--- src/hw/rtl/cscg_pkg.sv ---
// Shared types, constants and helpers for the cubic spline coefficient generator.
// Used by cscg_dp, cscg_ctrl and the top level; no dependencies.
`default_nettype none

package cscg_pkg;

	localparam int MAX_CHANNELS_DEF = 16;
	localparam int MAX_POINTS_DEF   = 4096;

	localparam int CFG_IW = 2;
	localparam int CFG_DW = 32;
	localparam int NP_W   = 13;
	localparam int NC_W   = 5;
	localparam int S_W    = 50;

	localparam logic [NP_W-1:0]   NP_RESET  = 13'd2;
	localparam logic [NC_W-1:0]   NC_RESET  = 5'd1;
	localparam logic [CFG_DW-1:0] INV_RESET = 32'h0001_0000;

	localparam logic [CFG_IW-1:0] CFG_NUM_POINTS   = 2'd0;
	localparam logic [CFG_IW-1:0] CFG_NUM_CHANNELS = 2'd1;
	localparam logic [CFG_IW-1:0] CFG_INV_SPACING  = 2'd2;

	typedef enum logic [2:0] {
		OP_SLOPE_FIRST = 3'd0,
		OP_SLOPE_CTR   = 3'd1,
		OP_SLOPE_BACK  = 3'd2,
		OP_S           = 3'd3,
		OP_C2          = 3'd4,
		OP_INNER       = 3'd5,
		OP_C3          = 3'd6
	} op_t;

	typedef enum logic {
		KIND_MID  = 1'b0,
		KIND_LAST = 1'b1
	} kind_t;

	typedef struct packed {
		logic  load;
		logic  start;
		op_t   op;
		kind_t kind;
		logic  publish;
		logic  commit;
		logic  upd_slope;
		logic  last_run;
		logic  last_table;
	} cmd_t;

	typedef struct packed {
		logic done;
		logic out_free;
	} sts_t;

	function automatic int idx_w(input int n);
		idx_w = (n > 1) ? $clog2(n) : 1;
	endfunction

endpackage

`default_nettype wire

--- src/hw/rtl/cscg_ctrl.sv ---
// Controller: table geometry registers, row and channel counters, and the
// sequencer that issues scaled-multiply operations. Uses cscg_pkg.
`default_nettype none

module cscg_ctrl #(
	parameter int MAX_CHANNELS = cscg_pkg::MAX_CHANNELS_DEF,
	parameter int MAX_POINTS   = cscg_pkg::MAX_POINTS_DEF
) (
	input  logic                                     clk,
	input  logic                                     arst_n,
	input  logic                                     cfg_write,
	input  logic [cscg_pkg::CFG_IW-1:0]              cfg_index,
	input  logic [cscg_pkg::CFG_DW-1:0]              cfg_data,
	input  logic                                     sample_valid,
	output logic                                     sample_ready,
	input  cscg_pkg::sts_t                           sts,
	output cscg_pkg::cmd_t                           cmd,
	output logic [cscg_pkg::idx_w(MAX_CHANNELS)-1:0] addr,
	output logic [cscg_pkg::idx_w(MAX_POINTS-1)-1:0] interval
);

	localparam int CW = cscg_pkg::idx_w(MAX_CHANNELS);
	localparam int RW = cscg_pkg::idx_w(MAX_POINTS);
	localparam int IW = cscg_pkg::idx_w(MAX_POINTS - 1);

	typedef enum logic [4:0] {
		ST_IDLE   = 5'b00001,
		ST_ISSUE  = 5'b00010,
		ST_WAIT   = 5'b00100,
		ST_PUB    = 5'b01000,
		ST_COMMIT = 5'b10000
	} state_t;

	state_t                      state_q;
	state_t                      state_d;
	cscg_pkg::op_t               op_q;
	cscg_pkg::op_t               op_d;
	cscg_pkg::kind_t             kind_q;
	cscg_pkg::kind_t             kind_d;
	logic [RW-1:0]               row_q;
	logic [CW-1:0]               ch_q;
	logic [cscg_pkg::NP_W-1:0]   num_points_q;
	logic [cscg_pkg::NC_W-1:0]   num_channels_q;

	logic [31:0] np;
	logic [31:0] nc;
	logic [31:0] n_eff;
	logic [31:0] nch_eff;
	logic        last_row;
	logic        last_ch;
	logic        row_zero;
	logic        row_one;
	logic        accept;
	logic        geom_write;

	always_comb begin
		np       = 32'(num_points_q);
		nc       = 32'(num_channels_q);
		n_eff    = (np < 32'd2) ? 32'd2 : ((np > 32'(MAX_POINTS)) ? 32'(MAX_POINTS) : np);
		nch_eff  = (nc < 32'd1) ? 32'd1 :
			((nc > 32'(MAX_CHANNELS)) ? 32'(MAX_CHANNELS) : nc);
		last_row = (32'(row_q) + 32'd1) >= n_eff;
		last_ch  = (32'(ch_q) + 32'd1) >= nch_eff;
		row_zero = (row_q == '0);
		row_one  = (row_q == RW'(1));
	end

	assign sample_ready = (state_q == ST_IDLE);
	assign accept       = sample_valid && sample_ready;
	assign geom_write   = cfg_write && (cfg_index == cscg_pkg::CFG_NUM_POINTS ||
		cfg_index == cscg_pkg::CFG_NUM_CHANNELS);

	always_comb begin
		state_d = state_q;
		op_d    = op_q;
		kind_d  = kind_q;
		unique case (state_q)
			ST_IDLE: begin
				if (accept) begin
					if (row_zero) begin
						state_d = ST_COMMIT;
					end else begin
						state_d = ST_ISSUE;
						op_d    = row_one ? cscg_pkg::OP_SLOPE_FIRST : cscg_pkg::OP_SLOPE_CTR;
					end
				end
			end
			ST_ISSUE: state_d = ST_WAIT;
			ST_WAIT: begin
				if (sts.done) begin
					unique case (op_q)
						cscg_pkg::OP_SLOPE_FIRST: begin
							if (last_row) begin
								kind_d  = cscg_pkg::KIND_LAST;
								op_d    = cscg_pkg::OP_S;
								state_d = ST_ISSUE;
							end else begin
								state_d = ST_COMMIT;
							end
						end
						cscg_pkg::OP_SLOPE_CTR: begin
							kind_d  = cscg_pkg::KIND_MID;
							op_d    = cscg_pkg::OP_S;
							state_d = ST_ISSUE;
						end
						cscg_pkg::OP_SLOPE_BACK: begin
							kind_d  = cscg_pkg::KIND_LAST;
							op_d    = cscg_pkg::OP_S;
							state_d = ST_ISSUE;
						end
						cscg_pkg::OP_S: begin
							op_d    = cscg_pkg::OP_C2;
							state_d = ST_ISSUE;
						end
						cscg_pkg::OP_C2: begin
							op_d    = cscg_pkg::OP_INNER;
							state_d = ST_ISSUE;
						end
						cscg_pkg::OP_INNER: begin
							op_d    = cscg_pkg::OP_C3;
							state_d = ST_ISSUE;
						end
						cscg_pkg::OP_C3: state_d = ST_PUB;
						default:         state_d = ST_COMMIT;
					endcase
				end
			end
			ST_PUB: begin
				if (sts.out_free) begin
					if (kind_q == cscg_pkg::KIND_MID && last_row) begin
						op_d    = cscg_pkg::OP_SLOPE_BACK;
						state_d = ST_ISSUE;
					end else begin
						state_d = ST_COMMIT;
					end
				end
			end
			ST_COMMIT: state_d = ST_IDLE;
			default:   state_d = ST_IDLE;
		endcase
	end

	always_ff @(posedge clk or negedge arst_n) begin
		if (!arst_n) begin
			state_q        <= ST_IDLE;
			op_q           <= cscg_pkg::OP_S;
			kind_q         <= cscg_pkg::KIND_MID;
			row_q          <= '0;
			ch_q           <= '0;
			num_points_q   <= cscg_pkg::NP_RESET;
			num_channels_q <= cscg_pkg::NC_RESET;
		end else begin
			state_q <= state_d;
			op_q    <= op_d;
			kind_q  <= kind_d;
			if (geom_write) begin
				if (cfg_index == cscg_pkg::CFG_NUM_POINTS) begin
					num_points_q <= cfg_data[cscg_pkg::NP_W-1:0];
				end else begin
					num_channels_q <= cfg_data[cscg_pkg::NC_W-1:0];
				end
				row_q <= '0;
				ch_q  <= '0;
			end else if (state_q == ST_COMMIT) begin
				if (last_ch) begin
					ch_q  <= '0;
					row_q <= last_row ? '0 : row_q + RW'(1);
				end else begin
					ch_q <= ch_q + CW'(1);
				end
			end
		end
	end

	always_comb begin
		cmd.load       = accept;
		cmd.start      = (state_q == ST_ISSUE);
		cmd.op         = op_q;
		cmd.kind       = kind_q;
		cmd.publish    = (state_q == ST_PUB) && sts.out_free;
		cmd.commit     = (state_q == ST_COMMIT);
		cmd.upd_slope  = !row_zero;
		cmd.last_run   = (kind_q == cscg_pkg::KIND_LAST) || !last_row;
		cmd.last_table = (kind_q == cscg_pkg::KIND_LAST) && last_ch;
	end

	assign addr     = ch_q;
	assign interval = (kind_q == cscg_pkg::KIND_MID) ? IW'(row_q - RW'(2)) : IW'(row_q - RW'(1));

	a_done_in_wait: assert property (@(posedge clk) disable iff (!arst_n)
		sts.done |-> state_q == ST_WAIT)
		else $error("multiply result arrived outside the wait state");

	a_counters_hold: assert property (@(posedge clk) disable iff (!arst_n)
		(state_q != ST_COMMIT) && !cfg_write |=> $stable(row_q) && $stable(ch_q))
		else $error("row or channel counter moved without a commit");

	a_table_wraps: assert property (@(posedge clk) disable iff (!arst_n)
		cmd.publish && cmd.last_table |=> state_q == ST_COMMIT ##1 (row_q == '0 && ch_q == '0))
		else $error("counters did not wrap after the last interval of the table");

	a_table_ends_run: assert property (@(posedge clk) disable iff (!arst_n)
		cmd.publish && cmd.last_table |-> cmd.last_run)
		else $error("last interval of the table not marked as end of run");

endmodule

`default_nettype wire

--- config.mk ---
export PLATFORM = sky130hd
export DESIGN_NAME = cscg_ctrl
export DESIGN_NICKNAME = d
export VERILOG_FILES = /design/src/hw/rtl/cscg_pkg.sv /design/src/hw/rtl/cscg_ctrl.sv
export SDC_FILE = /design/constraint.sdc
export NUM_CORES = 1
export LEC_CHECK = 0
export BUFFER_PORTS_ARGS = -buffer_cell sky130_fd_sc_hd__buf_2
export CORE_ASPECT_RATIO = 2
export CORE_MARGIN = 2
export CORE_UTILIZATION = 55
export DETAILED_ROUTE_END_ITERATION = 16
export HOLD_SLACK_MARGIN = 0.12
export PLACE_DENSITY = 0.79
export SETUP_SLACK_MARGIN = 0.15
export SYNTH_ARGS = -nofsm -noshare
export SYNTH_HDL_FRONTEND = slang
export SYNTH_SLANG_ARGS = --single-unit
--- constraint.sdc ---
create_clock -name clk -period 3.4 [get_ports clk]
set_clock_uncertainty 0.1 [all_clocks]
set_input_delay 0.34 -clock clk [delete_from_list [all_inputs] [get_ports clk]]
set_output_delay 0.34 -clock clk [all_outputs]
set_load 0.01 [all_outputs]
======== Yosys cells after proc, flatten, opt, wreduce, memory -nomap -nowiden ========
Index checks and enable logic that the tools add are counted.
operators by class
  add/subtract/negate cells ............... 6
  multiply operators ...................... 0
  div/mod/pow operators ................... 0
  magnitude comparators ................... 6
  eq/ne operators ......................... 21
  shift operators ......................... 0
  muxes and demuxes ....................... 31
  bitwise gates (word level) .............. 2
  reduce and logical (&&, ||, !) cells .... 24
operators with widths
  operator                                                                 number
  12-bit two-way mux                                                       5
  5-bit two-way mux                                                        8
  13-bit two-way mux                                                       2
  5-bit case mux with 4 select lines                                       1
  3-bit two-way mux                                                        6
  3-bit case mux with 5 select lines                                       1
  5-bit case mux with 3 select lines                                       1
  12-bit by 1-bit adder with 13-bit output (second input constant)         1
  13-bit greater-or-equal comparator                                       1
  13-bit > comparator (second input constant)                              1
  13-bit by 2-bit < comparator with 1-bit output (second input constant)   1
  12-bit by 1-bit adder with 12-bit output (second input constant)         1
  12-bit by 1-bit equality test with 1-bit output (second input constant)  1
  12-bit zero test                                                         1
  4-bit two-way mux                                                        3
  12-bit by 1-bit subtractor with 12-bit output (second input constant)    1
  12-bit by 2-bit subtractor with 12-bit output (second input constant)    1
  2-bit != test (second input constant)                                    5
  3-bit equality test (second input constant)                              3
  3-bit case mux with 3 select lines                                       1
  8-bit AND reduction                                                      1
  3-bit by 2-bit equality test with 1-bit output (second input constant)   2
  6-bit != test (second input constant)                                    1
  2-bit AND reduction                                                      3
  other kinds (28)                                                         38
word-level totals
  bits in registers ....................... 43
  bits in latches ......................... 0
  RAM bits ................................ 0
  bits in read-only memories .............. 0
  input port bits ......................... 40
  output and inout port bits .............. 28
  word-level logic and storage cells ...... 97
  memories ................................ 0

======== Depth between registers and ports, before layout ========
  depth after elaboration ................. 8
  gate-level depth with buffers ........... 15

======== Worst setup path after synthesis ========
Ideal clock, no wire load.
  path kind ............................... flip-flop to flip-flop
  from .................................... reg row_q[5]
  to ...................................... reg row_q[2]
  setup time .............................. 0.082 ns
  arrival ................................. 2.895 ns
  path slack .............................. 0.323 ns
  cell stages (with the launch flop) ...... 16
  path buffers ............................ 2
  cell sequence ........................... dfrtp_1 > buf_2 > and3_1 > nand3_1 > nor2_1 > and3_1 > xnor2_1 > inv_1 > ha_1 > a21oi_1 > o21ai_0 > a31oi_2 > nand3_1 > clkbuf_1 > or2_1 > o22ai_1
between the ends
  longest elaborated chain between the ends .. 6
ends and longest elaborated chain
  item                                      RTL line          RTL
  start: declaration                        cscg_ctrl.sv:40   logic [RW-1:0] row_q;
  start signal: assignment                  cscg_ctrl.sv:167  row_q <= last_row ? '0 : row_q + RW'(1);
  12-bit by 1-bit adder with 13-bit output  cscg_ctrl.sv:62   last_row = (32'(row_q) + 32'd1) >= n_eff;
  13-bit greater-or-equal comparator        cscg_ctrl.sv:62
  12-bit two-way mux                        cscg_ctrl.sv:167
  12-bit two-way mux                        cscg_ctrl.sv:165  if (last_ch) begin
  12-bit two-way mux                        cscg_ctrl.sv:164  end else if (state_q == ST_COMMIT) begin
  12-bit two-way mux                        cscg_ctrl.sv:156  if (geom_write) begin
Every way passes these cells. The select of a mux whose other input is x is not followed.
A chain may end at the register's enable or synchronous reset.

==> metrics.txt <==
Starting Density 0.570; area leader, netlist dfrtp_1; # rows 38; peak supply drop ~0.00055 V; Fmax achieved 0.319 GHz; io pins 68; Max stage delay on crit path around 0.40 ns; Critical Path Start Type register; Crit path required time 2.96 ns; Cells after DPL 437; leakage dissipation ~1.8 nW; period utilization 0.922; FF+latch area 0.00108 mm2; library cells used by synthesis 58; Final GP Congestion 0.888; global-route wire length before repair 12.2 mm; Congestion Overflow GR 0; most common cell after layout, fill and taps aside buf_2; vias in the first global route 2,767; fin cells about 460; top cell type's share of synthesized area 0.305; Worst Setup End Kind output port; post-synthesis average cell area 9.48 um2; post-route antenna net violation count 0; Worst Path Max Fanout 5; initial antenna violation count 0; Syn Std Cell Area ~0.0031 mm2; CTS tree done; TritonRoute pass-1 iters 4; Fill cells 439; Max-Cap Viols 0; most frequent cells in the layout 48 x buf_2, 39 x nand2_1, 36 x dfrtp_1; power density over the cells 668 mW/mm2; largest net degree at the start of global routing 44; CTS H-tree lvls 2; FFs w/ async S/R, synth 1.00; drt wl/cell 16.0 um; DP Area around 0.0034 mm2; sequential fraction of the synthesis area 0.347; FF+latch count, synth 43; top cells by area, synth dfrtp_1 30%, ha_1 10%, mux2_2 6.1%, nand2_1 5.1%, dfstp_2 4.2%; Final Hold Fails 0; critical path type reg -> out; prevailing post-synth register cell dfrtp_1; Die W approximately 57 um; routed via count 2,686; Post-synth EDFFs 0; drt total wl 7.31 mm; Synth-to-Final Area Change 20.9%; ANT cells 0; data arrival time of the worst path 2.70 ns; Hold/Removal Path Class in -> reg; Post-Layout Inst Area 0.00377 mm2; Final Max Slew Viols 0; family with the most delay on the worst path simple AND/OR/NAND/NOR gates; CP Buf/Inv Count 3; CP Cell Sequence and3_1, nand3_4, nor2_4, and3_4, xnor2_2, inv_1, ha_1, nand2_2, nor2_4, a31oi_4, a21oi_2, inv_1, buf_2; core area around 0.0055 mm2; port bufs 48; final setup fails 0; CTS sink cnt 43; Slew headroom 0.351; root buf cell clkbuf_8; Setup TNS 0 ns; Post-Syn Instances approximately 330; post-DP HPWL 5.53 mm; Die H about 110 um; Clock Latency Late Sink 0.31 ns; Tot GR Track Use 0.243; clock buffer depth 2; # DRC 0; post-layout util 0.690; Nets 460; CTS buffer count 5; final critical-path required period 3.14 ns; CP max stage cell dfrtp_2; yosys warns 0; RSZ-0062 raised after global routing false; share of cells above drive strength 1 0.359; Multi-input gate area about 0.002 mm2; routed vias/inst between 5 and 6; Total Die Area 0.00632 mm2; Worst Tran Pin Value 0.973 ns; final hold slack between 0.1 and 0.15 ns; clock slew at reported path FFs 0.09 ns; run status completed; syn nets 394; DRT iter0 DRCs 160
==> where the power goes <==
| part | switching (mW) | internal (mW) | total, mW | leakage, nW |
|---|---|---|---|---|
| registers | 0.121 | 0.628 | 0.748 | 0.540 |
| logic | 0.740 | 0.617 | 1.36 | 1.21 |
| clock network | 0.176 | 0.238 | 0.414 | 0.0612 |
| total | 1.04 | 1.48 | 2.52 | 1.81 |
==> path summary, 6_finish.rpt <==
path                                  from              end  slack, ns  cells after the start
max                               row_q[3]           cmd[1]       0.26                     13
max reg2reg                       row_q[3]          op_q[0]       0.35                     14
max in group asynchronous           arst_n         row_q[3]       1.91                      2
min reg2reg                num_points_q[1]  num_points_q[1]       0.43                      2
min                                 sts[0]       state_q[3]       0.14                      2
min in group asynchronous           arst_n       state_q[4]       0.63                      2
==> flip-flops by register name, summed over array words and instances (netlist names) <==
| signal | cells |
|---|---|
| addr | 4 |
| op_q | 3 |
| num_points_q | 13 |
| state_q | 5 |
| row_q | 12 |
| kind_q | 1 |
| num_channels_q | 5 |
==> Yosys cell counts (all sizes together) (2+ instances only) <==
master	instances
o21ai	15
nand3	12
o221ai	2
or3	5
o22ai	2
o2bb2ai	2
inv	11
a21o	2
a31oi	3
a211oi	2
o31ai	3
clkbuf	9
nor3	8
nand2b	6
or4	3
buf	8
xor2	9
mux2i	3
ha	25
and3	7
xnor2	15
dfrtp	38
nand4	8
nor4	5
o21bai	2
dfstp	5
and2	5
a21oi	14
mux2	17
nor2	20
nand2	42
a22o	3
nor2b	5
==> worst register-to-register path, cell delays in order, from the launching register on <==
cell      delay, ns
dfrtp_2        0.40
and3_1         0.22
nand3_4        0.11
nor2_4         0.15
and3_4         0.20
xnor2_2        0.12
inv_1          0.07
ha_1           0.31
a21oi_1        0.18
o21ai_2        0.10
a31oi_4        0.21
buf_4          0.17
a211oi_2       0.08
o31ai_4        0.35
mux2i_1        0.22
==> final cells by class <==
cell class	count	area share
Clock inverter	2	0.00929
Timing Repair Buffer	76	0.120
Sequential cell	43	0.288
Multi-Input combinational cell	257	0.529
Clock buffer	6	0.0219
Tap cell	60	0.0199
Inverter	12	0.0119
==> cells by family (layout without fill, tap and decap cells) <==
kind of cell,count (synthesis),after routing,synth area share
AO/OA/AOI/OAI,58,58,0.135
XOR/XNOR,24,24,0.0674
adder cells (fa/ha/maj),25,25,0.100
buffers and inverters,29,96,0.0594
flip-flops,43,43,0.347
multiplexers,20,20,0.0710
AND/OR/NAND/NOR,130,130,0.220
==> metrics by stage <==
step	setup WS, ns	total power, mW
2_1_floorplan	0.323	1.64
3_3_place_gp	0.176	2.00
3_5_place_dp	0.0882	2.04
4_1_cts	0.152	2.48
5_1_grt	0.0828	2.72
6_report	0.264	2.52
==> metal layers <==
metal / up-vias / global-route usage / wire length (um)
met4: 0 / 0.112 / 318
met1: 1277 / 0.226 / 2360
met5: - / 0 / 0
met2: 81 / 0.471 / 4320
li1: 1301 / - / -
met3: 27 / 0.0515 / 309
==> repair_timing <==
action | in CTS | in global routing
resized for setup | 5 | 30
hold buffers | 1 | 0
endpoints found under the setup margin | 12 | 15
cloned | 0 | 0
pin swaps | 0 | 13
setup buffers | 4 | 6
endpoints found under the hold margin | 13 | 0
No activity file was read; power rests on OpenSTA's default activity.
